$ cat src/rtl/frame_time_average_and_rate_defines.svh
// assertion macros for the frame timer
`ifndef FRAME_TIME_AVERAGE_AND_RATE_DEFINES_SVH
`define FRAME_TIME_AVERAGE_AND_RATE_DEFINES_SVH
`ifndef SYNTHESIS
`define FTAR_ASSERT(lbl, ck, rn, prop) \
    lbl: assert property (@(posedge ck) disable iff (!rn) prop) \
        else $error("frame timer assertion failed");
`define FTAR_ASSERT_ALWAYS(lbl, ck, prop) \
    lbl: assert property (@(posedge ck) prop) \
        else $error("frame timer assertion failed");
`else
`define FTAR_ASSERT(lbl, ck, rn, prop)
`define FTAR_ASSERT_ALWAYS(lbl, ck, prop)
`endif
`endif

$ cat src/rtl/ftar_pkg.sv
// types, constants and event codes of the frame timer
package ftar_pkg;

    localparam int WINDOW_DEPTH = 64;
    localparam int IDX_W        = (WINDOW_DEPTH > 1) ? $clog2(WINDOW_DEPTH) : 1;
    localparam int CNT_W        = $clog2(WINDOW_DEPTH + 1);
    localparam int SUM_W        = 32 + $clog2(WINDOW_DEPTH);
    localparam int DIV_CW       = $clog2(SUM_W + 1);

    localparam logic [31:0] TPS_RESET = 32'd10000000;

    localparam logic [1:0] KIND_TICK  = 2'd0;
    localparam logic [1:0] KIND_START = 2'd1;
    localparam logic [1:0] KIND_STOP  = 2'd2;
    localparam logic [1:0] KIND_RESET = 2'd3;

    typedef struct packed {
        logic [1:0]  kind;
        logic [63:0] counter_now;
    } ftar_in_t;

    typedef struct packed {
        logic [31:0] average_frame_ticks;
        logic [15:0] frame_rate;
        logic [62:0] total_ticks;
        logic        is_stopped;
    } ftar_out_t;

    typedef struct packed {
        logic load_in;
        logic calc_diff;
        logic update;
        logic test;
        logic push;
        logic div_load;
        logic div_step;
        logic div_end;
        logic tot1;
        logic tot2;
        logic load_out;
    } ftar_cmd_t;

    typedef struct packed {
        logic tick_run;
        logic div_done;
    } ftar_stat_t;

endpackage

$ cat src/rtl/ftar_ram.sv
// generic single-port-write ram with registered read
module ftar_ram #(
    parameter int WIDTH = 32,
    parameter int DEPTH = 64
) (
    input  logic                                         clk,
    input  logic                                         we,
    input  logic [((DEPTH > 1) ? $clog2(DEPTH) : 1)-1:0] waddr,
    input  logic [WIDTH-1:0]                             wdata,
    input  logic                                         re,
    input  logic [((DEPTH > 1) ? $clog2(DEPTH) : 1)-1:0] raddr,
    output logic [WIDTH-1:0]                             rdata
);

    logic [WIDTH-1:0] mem [DEPTH];

    always_ff @(posedge clk)
    begin
        if (we)
        begin
            mem[waddr] <= wdata;
        end
        if (re)
        begin
            rdata <= mem[raddr];
        end
    end

endmodule

$ cat src/rtl/ftar_dp.sv
// frame timer datapath: counters, sample window, rate window, divider, output register
module ftar_dp (
    input  logic                 clk,
    input  logic                 rst_n,
    input  logic                 cfg_we,
    input  logic [31:0]          cfg_data,
    input  ftar_pkg::ftar_in_t   in_data,
    input  ftar_pkg::ftar_cmd_t  cmd,
    output ftar_pkg::ftar_stat_t stat,
    output ftar_pkg::ftar_out_t  out_data
);
    import ftar_pkg::*;

    logic [31:0]       tps_reg;
    ftar_in_t          in_reg;
    logic [63:0]       diff_reg;
    logic [31:0]       d_reg;
    logic              accept_reg;
    logic [IDX_W-1:0]  head_reg;
    logic [CNT_W-1:0]  count_reg;
    logic [SUM_W-1:0]  sum_reg;
    logic [31:0]       avg_reg;
    logic [63:0]       last_reg;
    logic [63:0]       current_reg;
    logic [63:0]       base_reg;
    logic [63:0]       paused_reg;
    logic [63:0]       stop_reg;
    logic              stopped_reg;
    logic [15:0]       tally_reg;
    logic [32:0]       accum_reg;
    logic [15:0]       rate_reg;
    logic [CNT_W:0]    rem_reg;
    logic [SUM_W-1:0]  quo_reg;
    logic [CNT_W-1:0]  divisor_reg;
    logic [DIV_CW-1:0] dcnt_reg;
    logic [63:0]       tot_reg;
    ftar_out_t         out_reg;

    logic [31:0]       old_sample;
    logic [31:0]       abs_diff;
    logic [15:0]       tally_inc;
    logic [32:0]       accum_sum;
    logic              window_full;
    logic [IDX_W-1:0]  head_inc;
    logic [CNT_W:0]    trial;
    logic              trial_ge;
    logic              ram_we;

    ftar_ram #(
        .WIDTH (32),
        .DEPTH (WINDOW_DEPTH)
    ) u_window (
        .clk   (clk),
        .we    (ram_we),
        .waddr (head_reg),
        .wdata (d_reg),
        .re    (cmd.test),
        .raddr (head_reg),
        .rdata (old_sample)
    );

    assign abs_diff    = (d_reg >= avg_reg) ? (d_reg - avg_reg) : (avg_reg - d_reg);
    assign tally_inc   = (tally_reg == 16'hFFFF) ? tally_reg : tally_reg + 16'd1;
    assign accum_sum   = accum_reg + {1'b0, d_reg};
    assign window_full = (count_reg == CNT_W'(WINDOW_DEPTH));
    assign head_inc    = (head_reg == IDX_W'(WINDOW_DEPTH - 1)) ? '0 : head_reg + IDX_W'(1);
    assign ram_we      = cmd.push && accept_reg;
    assign trial       = {rem_reg[CNT_W-1:0], quo_reg[SUM_W-1]};
    assign trial_ge    = (trial >= {1'b0, divisor_reg});

    assign stat.tick_run = (in_reg.kind == KIND_TICK) && !stopped_reg;
    assign stat.div_done = (dcnt_reg == DIV_CW'(SUM_W - 1));
    assign out_data      = out_reg;

    // timer and window state
    always_ff @(posedge clk or negedge rst_n)
    begin
        if (!rst_n)
        begin
            tps_reg     <= TPS_RESET;
            head_reg    <= '0;
            count_reg   <= '0;
            sum_reg     <= '0;
            avg_reg     <= '0;
            last_reg    <= '0;
            current_reg <= '0;
            base_reg    <= '0;
            paused_reg  <= '0;
            stop_reg    <= '0;
            stopped_reg <= 1'b0;
            tally_reg   <= '0;
            accum_reg   <= '0;
            rate_reg    <= '0;
        end
        else
        begin
            if (cfg_we)
            begin
                tps_reg <= cfg_data;
            end
            if (cmd.update)
            begin
                unique case (in_reg.kind)
                    KIND_TICK:
                    begin
                        if (stopped_reg)
                        begin
                            avg_reg <= '0;
                        end
                        else
                        begin
                            current_reg <= in_reg.counter_now;
                            last_reg    <= in_reg.counter_now;
                        end
                    end
                    KIND_START:
                    begin
                        if (stopped_reg)
                        begin
                            paused_reg  <= paused_reg + diff_reg;
                            last_reg    <= in_reg.counter_now;
                            stop_reg    <= '0;
                            stopped_reg <= 1'b0;
                        end
                    end
                    KIND_STOP:
                    begin
                        if (!stopped_reg)
                        begin
                            stop_reg    <= in_reg.counter_now;
                            stopped_reg <= 1'b1;
                        end
                    end
                    KIND_RESET:
                    begin
                        base_reg    <= in_reg.counter_now;
                        last_reg    <= in_reg.counter_now;
                        stop_reg    <= '0;
                        stopped_reg <= 1'b0;
                    end
                    default:
                    begin
                    end
                endcase
            end
            if (cmd.test)
            begin
                if (accum_sum > {1'b0, tps_reg})
                begin
                    rate_reg  <= tally_inc;
                    tally_reg <= '0;
                    accum_reg <= '0;
                end
                else
                begin
                    tally_reg <= tally_inc;
                    accum_reg <= accum_sum;
                end
            end
            if (ram_we)
            begin
                // oldest sample leaves once the window is full
                sum_reg  <= sum_reg + SUM_W'(d_reg)
                            - (window_full ? SUM_W'(old_sample) : '0);
                head_reg <= head_inc;
                if (!window_full)
                begin
                    count_reg <= count_reg + CNT_W'(1);
                end
            end
            if (cmd.div_end)
            begin
                avg_reg <= (count_reg == '0) ? '0 : quo_reg[31:0];
            end
        end
    end

    // per-transaction working registers
    always_ff @(posedge clk)
    begin
        if (cmd.load_in)
        begin
            in_reg <= in_data;
        end
        if (cmd.calc_diff)
        begin
            diff_reg <= in_reg.counter_now
                        - ((in_reg.kind == KIND_START) ? stop_reg : last_reg);
        end
        if (cmd.update)
        begin
            d_reg <= (|diff_reg[63:32]) ? 32'hFFFF_FFFF : diff_reg[31:0];
        end
        if (cmd.test)
        begin
            accept_reg <= (abs_diff < tps_reg);
        end
        if (cmd.div_load)
        begin
            rem_reg     <= '0;
            quo_reg     <= sum_reg;
            divisor_reg <= count_reg;
            dcnt_reg    <= '0;
        end
        if (cmd.div_step)
        begin
            // restoring division, one quotient bit per cycle
            rem_reg  <= trial_ge ? (trial - {1'b0, divisor_reg}) : trial;
            quo_reg  <= {quo_reg[SUM_W-2:0], trial_ge};
            dcnt_reg <= dcnt_reg + DIV_CW'(1);
        end
        if (cmd.tot1)
        begin
            tot_reg <= (stopped_reg ? stop_reg : current_reg) - paused_reg;
        end
        if (cmd.tot2)
        begin
            tot_reg <= tot_reg - base_reg;
        end
        if (cmd.load_out)
        begin
            out_reg.average_frame_ticks <= avg_reg;
            out_reg.frame_rate          <= rate_reg;
            out_reg.total_ticks         <= tot_reg[63] ? '0 : tot_reg[62:0];
            out_reg.is_stopped          <= stopped_reg;
        end
    end

endmodule

$ cat src/rtl/ftar_ctrl.sv
// frame timer controller: sequencing state machine and output valid
`include "frame_time_average_and_rate_defines.svh"
module ftar_ctrl (
    input  logic                 clk,
    input  logic                 rst_n,
    input  logic                 in_valid,
    output logic                 in_ready,
    output logic                 out_valid,
    input  logic                 out_ready,
    input  ftar_pkg::ftar_stat_t stat,
    output ftar_pkg::ftar_cmd_t  cmd
);
    import ftar_pkg::*;

    localparam logic [3:0] S_IDLE   = 4'd0;
    localparam logic [3:0] S_EXEC   = 4'd1;
    localparam logic [3:0] S_UPD    = 4'd2;
    localparam logic [3:0] S_TEST   = 4'd3;
    localparam logic [3:0] S_PUSH   = 4'd4;
    localparam logic [3:0] S_DIVLD  = 4'd5;
    localparam logic [3:0] S_DIV    = 4'd6;
    localparam logic [3:0] S_DIVEND = 4'd7;
    localparam logic [3:0] S_TOT1   = 4'd8;
    localparam logic [3:0] S_TOT2   = 4'd9;
    localparam logic [3:0] S_OUT    = 4'd10;

    logic [3:0]  state_reg;
    logic [3:0]  state_next;
    logic        out_valid_reg;
    logic        out_valid_next;
    logic [10:0] cmd_vec;

    assign in_ready  = (state_reg == S_IDLE);
    assign out_valid = out_valid_reg;

    always_comb
    begin
        cmd        = '0;
        state_next = state_reg;
        unique case (state_reg)
            S_IDLE:
            begin
                if (in_valid)
                begin
                    cmd.load_in = 1'b1;
                    state_next  = S_EXEC;
                end
            end
            S_EXEC:
            begin
                cmd.calc_diff = 1'b1;
                state_next    = S_UPD;
            end
            S_UPD:
            begin
                cmd.update = 1'b1;
                state_next = stat.tick_run ? S_TEST : S_TOT1;
            end
            S_TEST:
            begin
                cmd.test   = 1'b1;
                state_next = S_PUSH;
            end
            S_PUSH:
            begin
                cmd.push   = 1'b1;
                state_next = S_DIVLD;
            end
            S_DIVLD:
            begin
                cmd.div_load = 1'b1;
                state_next   = S_DIV;
            end
            S_DIV:
            begin
                cmd.div_step = 1'b1;
                if (stat.div_done)
                begin
                    state_next = S_DIVEND;
                end
            end
            S_DIVEND:
            begin
                cmd.div_end = 1'b1;
                state_next  = S_TOT1;
            end
            S_TOT1:
            begin
                cmd.tot1   = 1'b1;
                state_next = S_TOT2;
            end
            S_TOT2:
            begin
                cmd.tot2   = 1'b1;
                state_next = S_OUT;
            end
            S_OUT:
            begin
                // wait for the output register to be free
                if (!out_valid_reg || out_ready)
                begin
                    cmd.load_out = 1'b1;
                    state_next   = S_IDLE;
                end
            end
            default:
            begin
                state_next = S_IDLE;
            end
        endcase
    end

    always_comb
    begin
        out_valid_next = out_valid_reg;
        if (cmd.load_out)
        begin
            out_valid_next = 1'b1;
        end
        else if (out_ready)
        begin
            out_valid_next = 1'b0;
        end
    end

    always_ff @(posedge clk or negedge rst_n)
    begin
        if (!rst_n)
        begin
            state_reg     <= S_IDLE;
            out_valid_reg <= 1'b0;
        end
        else
        begin
            state_reg     <= state_next;
            out_valid_reg <= out_valid_next;
        end
    end

    assign cmd_vec = {cmd.calc_diff, cmd.update, cmd.test, cmd.push, cmd.div_load,
                      cmd.div_step, cmd.div_end, cmd.tot1, cmd.tot2, cmd.load_out,
                      cmd.load_in};

    `FTAR_ASSERT(a_accept_blocks, clk, rst_n, (in_valid && in_ready) |=> !in_ready)
    `FTAR_ASSERT(a_load_free, clk, rst_n, cmd.load_out |-> (!out_valid_reg || out_ready))
    `FTAR_ASSERT(a_div_ends, clk, rst_n, (cmd.div_step && stat.div_done) |=> cmd.div_end)
    `FTAR_ASSERT_ALWAYS(a_one_cmd, clk, $onehot0(cmd_vec))

endmodule

$ cat src/rtl/frame_time_average_and_rate.sv
// frame timer top level: event channel in, timing result channel out
//
// input channel (in_valid / in_ready / in_data) carries one event per
// transaction: tick, start, stop or reset, stamped with the free-running
// counter value. every event yields exactly one result transaction on the
// output channel (out_valid / out_ready / out_data): average frame time,
// latched frame rate, total running ticks and the paused flag.
// ticks_per_second is to be written through cfg_we / cfg_data only
// while idle; the block itself does not enforce this. one event is in
// flight at a time. a tick while running passes through the sample
// test, the window push and the restoring divider that forms the window
// mean one quotient bit per cycle; other events skip these steps.
// in_ready rises again in the cycle after the result is loaded.
// the result sits in an output register: the next event is accepted while
// it waits, and a new result is only loaded once the old one is taken.
// reset clears the timer counters, the window fill and the rate window
// and sets ticks_per_second to 10000000; window contents need no clearing.
module frame_time_average_and_rate (
    input  logic                clk,
    input  logic                rst_n,
    input  logic                cfg_we,
    input  logic [31:0]         cfg_data,
    input  logic                in_valid,
    output logic                in_ready,
    input  ftar_pkg::ftar_in_t  in_data,
    output logic                out_valid,
    input  logic                out_ready,
    output ftar_pkg::ftar_out_t out_data
);
    import ftar_pkg::*;

    ftar_cmd_t  cmd;
    ftar_stat_t stat;

    ftar_ctrl u_ctrl (
        .clk       (clk),
        .rst_n     (rst_n),
        .in_valid  (in_valid),
        .in_ready  (in_ready),
        .out_valid (out_valid),
        .out_ready (out_ready),
        .stat      (stat),
        .cmd       (cmd)
    );

    ftar_dp u_dp (
        .clk      (clk),
        .rst_n    (rst_n),
        .cfg_we   (cfg_we),
        .cfg_data (cfg_data),
        .in_data  (in_data),
        .cmd      (cmd),
        .stat     (stat),
        .out_data (out_data)
    );

endmodule

$ cat config.mk
export PLATFORM = sky130hd
export DESIGN_NAME = frame_time_average_and_rate
export DESIGN_NICKNAME = d
export VERILOG_FILES = /design/src/rtl/ftar_pkg.sv /design/src/rtl/ftar_ram.sv /design/src/rtl/ftar_dp.sv /design/src/rtl/ftar_ctrl.sv /design/src/rtl/frame_time_average_and_rate.sv
export VERILOG_INCLUDE_DIRS = /design/src /design/src/rtl
export SDC_FILE = /design/constraint.sdc
export NUM_CORES = 2
export LEC_CHECK = 0
export BUFFER_PORTS_ARGS = -buffer_cell sky130_fd_sc_hd__buf_2
export CORE_UTILIZATION = 63
export DETAILED_ROUTE_END_ITERATION = 6
export MAX_ROUTING_LAYER = met4
export PLACE_DENSITY_LB_ADDON = 0.05
export SETUP_SLACK_MARGIN = 0.5
export SYNTH_ARGS = -nofsm -noshare
export SYNTH_HDL_FRONTEND = slang
export SYNTH_SLANG_ARGS = --single-unit
$ cat constraint.sdc
create_clock -name clk -period 12.3 [get_ports clk]
set_clock_uncertainty 0.05 [all_clocks]
set_input_delay 1.845 -clock clk [delete_from_list [all_inputs] [get_ports clk]]
set_output_delay 1.845 -clock clk [all_outputs]
set_load 0.005 [all_outputs]
==> metrics.md <==
| Metric | Value |
|---|---|
| First-pass GRT wire length | approximately 560000 µm |
| Synthesized area | ~130000 µm² |
| Area Growth Syn to Fin | 11.33% |
| Hold Worst Slack | 390.3 ps |
| Bufs and invs on worst path | 4 |
| EDFF count, synth | around 2500 |
| Post-CTS sizing | 0 |
| CTS sink cnt | slightly below 3000 |
| Pwr dens | 264.1 nW/µm² |
| Flop2flop setup slack | 5640 ps |
| Max-slew violations | 0 |
| Outcome | completed |
| Final Hold Fails | 0 |
| CTS clock-pin slew for the worst setup and hold paths | approximately 60 ps |
| Most numerous cell on the critical path | a21oi_1 |
| Root Driver | clkbuf_16 |
| H-tree depth | 5 |
| Worst Setup End Kind | flop |
| Synth top area cells | edfxtp_1 56%, dfrtp_1 9.4%, ha_1 4.4%, a22oi_1 3.5%, mux2_2 2.2% |
| Initial antenna violation count | 17 |
| FF-to-FF path depth | 27 |
| Unrepaired setup endpoints after global routing | false |
| Syn_area_per_cell | roughly 14 µm² |
| Vias in the first global route | 84470 |
| Critical path depth | 27 |
| Arrival @ worst endpoint | between 7000 and 8000 ps |
| Crit Path Max Fanout | 67 |
| Final-layout fill cell count | roughly 14000 |
| Initial Utilization | about 64% |
| Top_reg_cell synth | edfxtp_1 |
| Peak supply drop | about 0.24 mV |
| Crit Reg-Reg Startpoint | u_dp.d_reg[0] |
| Async set-reset flop share out of synthesis | roughly 17% |
| Max FFs per register | ~2000 |
| Worst setup endpoint | u_dp.accept_reg |
| Slew of the pin with the lowest slew margin | ~1300 ps |
| Max clock buf depth | 4 |
| Final Cycle Share | around 54% |
| Share of layout cells above drive strength 1 | between 10 and 15% |
| GP Congestion | between 0.9 and 1 |
| Relative max-transition margin | 10.21% |
| HPWL Detailed | 238900 µm |
| Starting DRT DRC Count | 11018 |
| Setup bufs post-CTS | 0 |
| Placeable Area | approximately 210000 µm² |
| Placed Cells | between 10000 and 15000 |
| Die area | roughly 210000 µm² |
| Seq. cell area | ~87000 µm² |
| Final TNS setup | 0 ps |
| Netlist cell types | 93 |
| Yosys top cell area share | 56.15% |
| CP max-delay cell | o41ai_1 |
| Drt total wl | just under 400000 µm |
| Largest net degree at the start of global routing | between 100 and 150 |
| Clk_lat worst skew | 950 ps |
| Top Family by Delay on Critical Path | compound AO/OA/AOI/OAI gates |
| Leak | approximately 47 nW |
| Vias per inst | 6.771 |
| CTS tree | done |
| Detailed-route wire length per cell | about 30 µm |
| Post-route cell area | 147500 µm² |
| Most numerous cell in the Yosys netlist | edfxtp_1 |
| Synth cell count leaders | 2477 x edfxtp_1, 646 x nand2_1, 615 x a22oi_1, 498 x dfrtp_1, 493 x a21oi_1 |
| Max incr delay on CP | just over 600 ps |
| Synth area leader | edfxtp_1 |
| Post-synthesis sequential area ratio | between 60% and 70% |
| Reg-to-Reg End | u_dp.accept_reg |
| CTS Hold Bufs | 0 |
| Worst Setup SP | u_dp.d_reg[0] |
| Number of non-filler instances in the completed layout | ~13000 |
| Minimum clock period | approximately 6700 ps |
| Nets | 10639 |
| Total CTS buffers | between 300 and 400 |
| Syn nets | 10399 |
| Post-DRT Antenna Nets | 0 |
| DIE HEIGHT | around 460 µm |
| Final core occ | approximately 70% |
| Grt total ovfl | 0 |
| Gr usage total | roughly 38% |
| Vias post-DR | roughly 90000 |
| Critical Path RT | 12960 ps |
| I/O pin total | 217 |
| Type of the worst setup path | reg2reg |
| Multi-input logic area | 42630 µm² |
| # setup viols final | 0 |
| Horiz. Die Dim | around 460 µm |
| Worst hold path class | reg2reg |
| Synth Instances | roughly 9800 |
| Max cap viols | 0 |
| Port Buf Inserts | 216 |
| Yosys reg bits | around 3000 |
| Placed cell area | 137700 µm² |
| Fmax | 150.1 MHz |
| Floorplan row count | between 150 and 200 |
| # DRC | 0 |
| Warnings from Yosys | 0 |
| Worst setup SP type | flop |
| Drt first pass iters | 6 |
## report_power, final
group,total [mW],switching [mW],internal [mW]
Clock,9.17,3.86,5.32
Sequential,13.2,0.876,12.3
Combinational,16.6,9.92,6.66
## layout by cell type (no fill, tap or decap), drive strengths merged, types with 242 or more instances in the layout
cell / synthesis / routed
edfxtp: 2477 / 2477
a22oi: 615 / 615
dfrtp: 498 / 498
nor2: 315 / 315
a21oi: 495 / 495
a31oi: 242 / 242
buf: 84 / 441
o21ai: 512 / 512
clkbuf: 435 / 409
a22o: 249 / 249
ha: 461 / 461
inv: 420 / 427
mux2: 266 / 266
nand2: 646 / 646
## worst min-delay path by stage
stage / start / to / slack [ps] / cells past startpoint
global route: u_dp.rate_reg[2] / u_dp.out_data[66] / 410 / 0
CTS: u_dp.rate_reg[9] / u_dp.out_data[73] / 400 / 0
floorplan: u_dp.rate_reg[0] / u_dp.out_data[64] / 370 / 0
detailed placement: u_dp.rate_reg[9] / u_dp.out_data[73] / 380 / 0
global placement: u_dp.rate_reg[7] / u_dp.out_data[71] / 380 / 0
finish: u_dp.rate_reg[9] / u_dp.out_data[73] / 390 / 0
## stage by stage
step / power (mW) / setup slack, ps
floorplan: 24.89 / 2082
global placement: 29.29 / 5626
detailed placement: 29.59 / 5667
CTS: 38.76 / 5622
global route: 40.96 / 5091
finish: 38.96 / 5637
## final cells by class
cell class	instances	area share, %
tap	2788	2.365
sequential	2983	59.03
clock inverter	131	0.8594
clock buffer	409	5.764
timing repair buffer	441	1.987
multi-input combinational	5873	28.91
inverter	420	1.069
antenna	12	0.02036
## logic make-up after synthesis
| family | share of synthesized area [%] |
|---|---|
| buffers and inverters | 2.675 |
| flip-flops | 65.71 |
| multiplexers | 2.918 |
| AO/OA/AOI/OAI | 15.13 |
| AND/OR/NAND/NOR | 6.329 |
| adder cells (fa/ha/maj) | 4.958 |
| XOR/XNOR | 2.281 |
## per-layer routing
layer  vias up  global-route usage [%]  share of wire [%]
met5         -                       -                  0
met4         0                   16.68                5.1
met3       838                   6.177                9.6
met2      5015                   57.42                 46
met1     44234                   50.02                 39
li1      38318                       -                  -
Note: power is estimated with default switching activity, not from simulation.
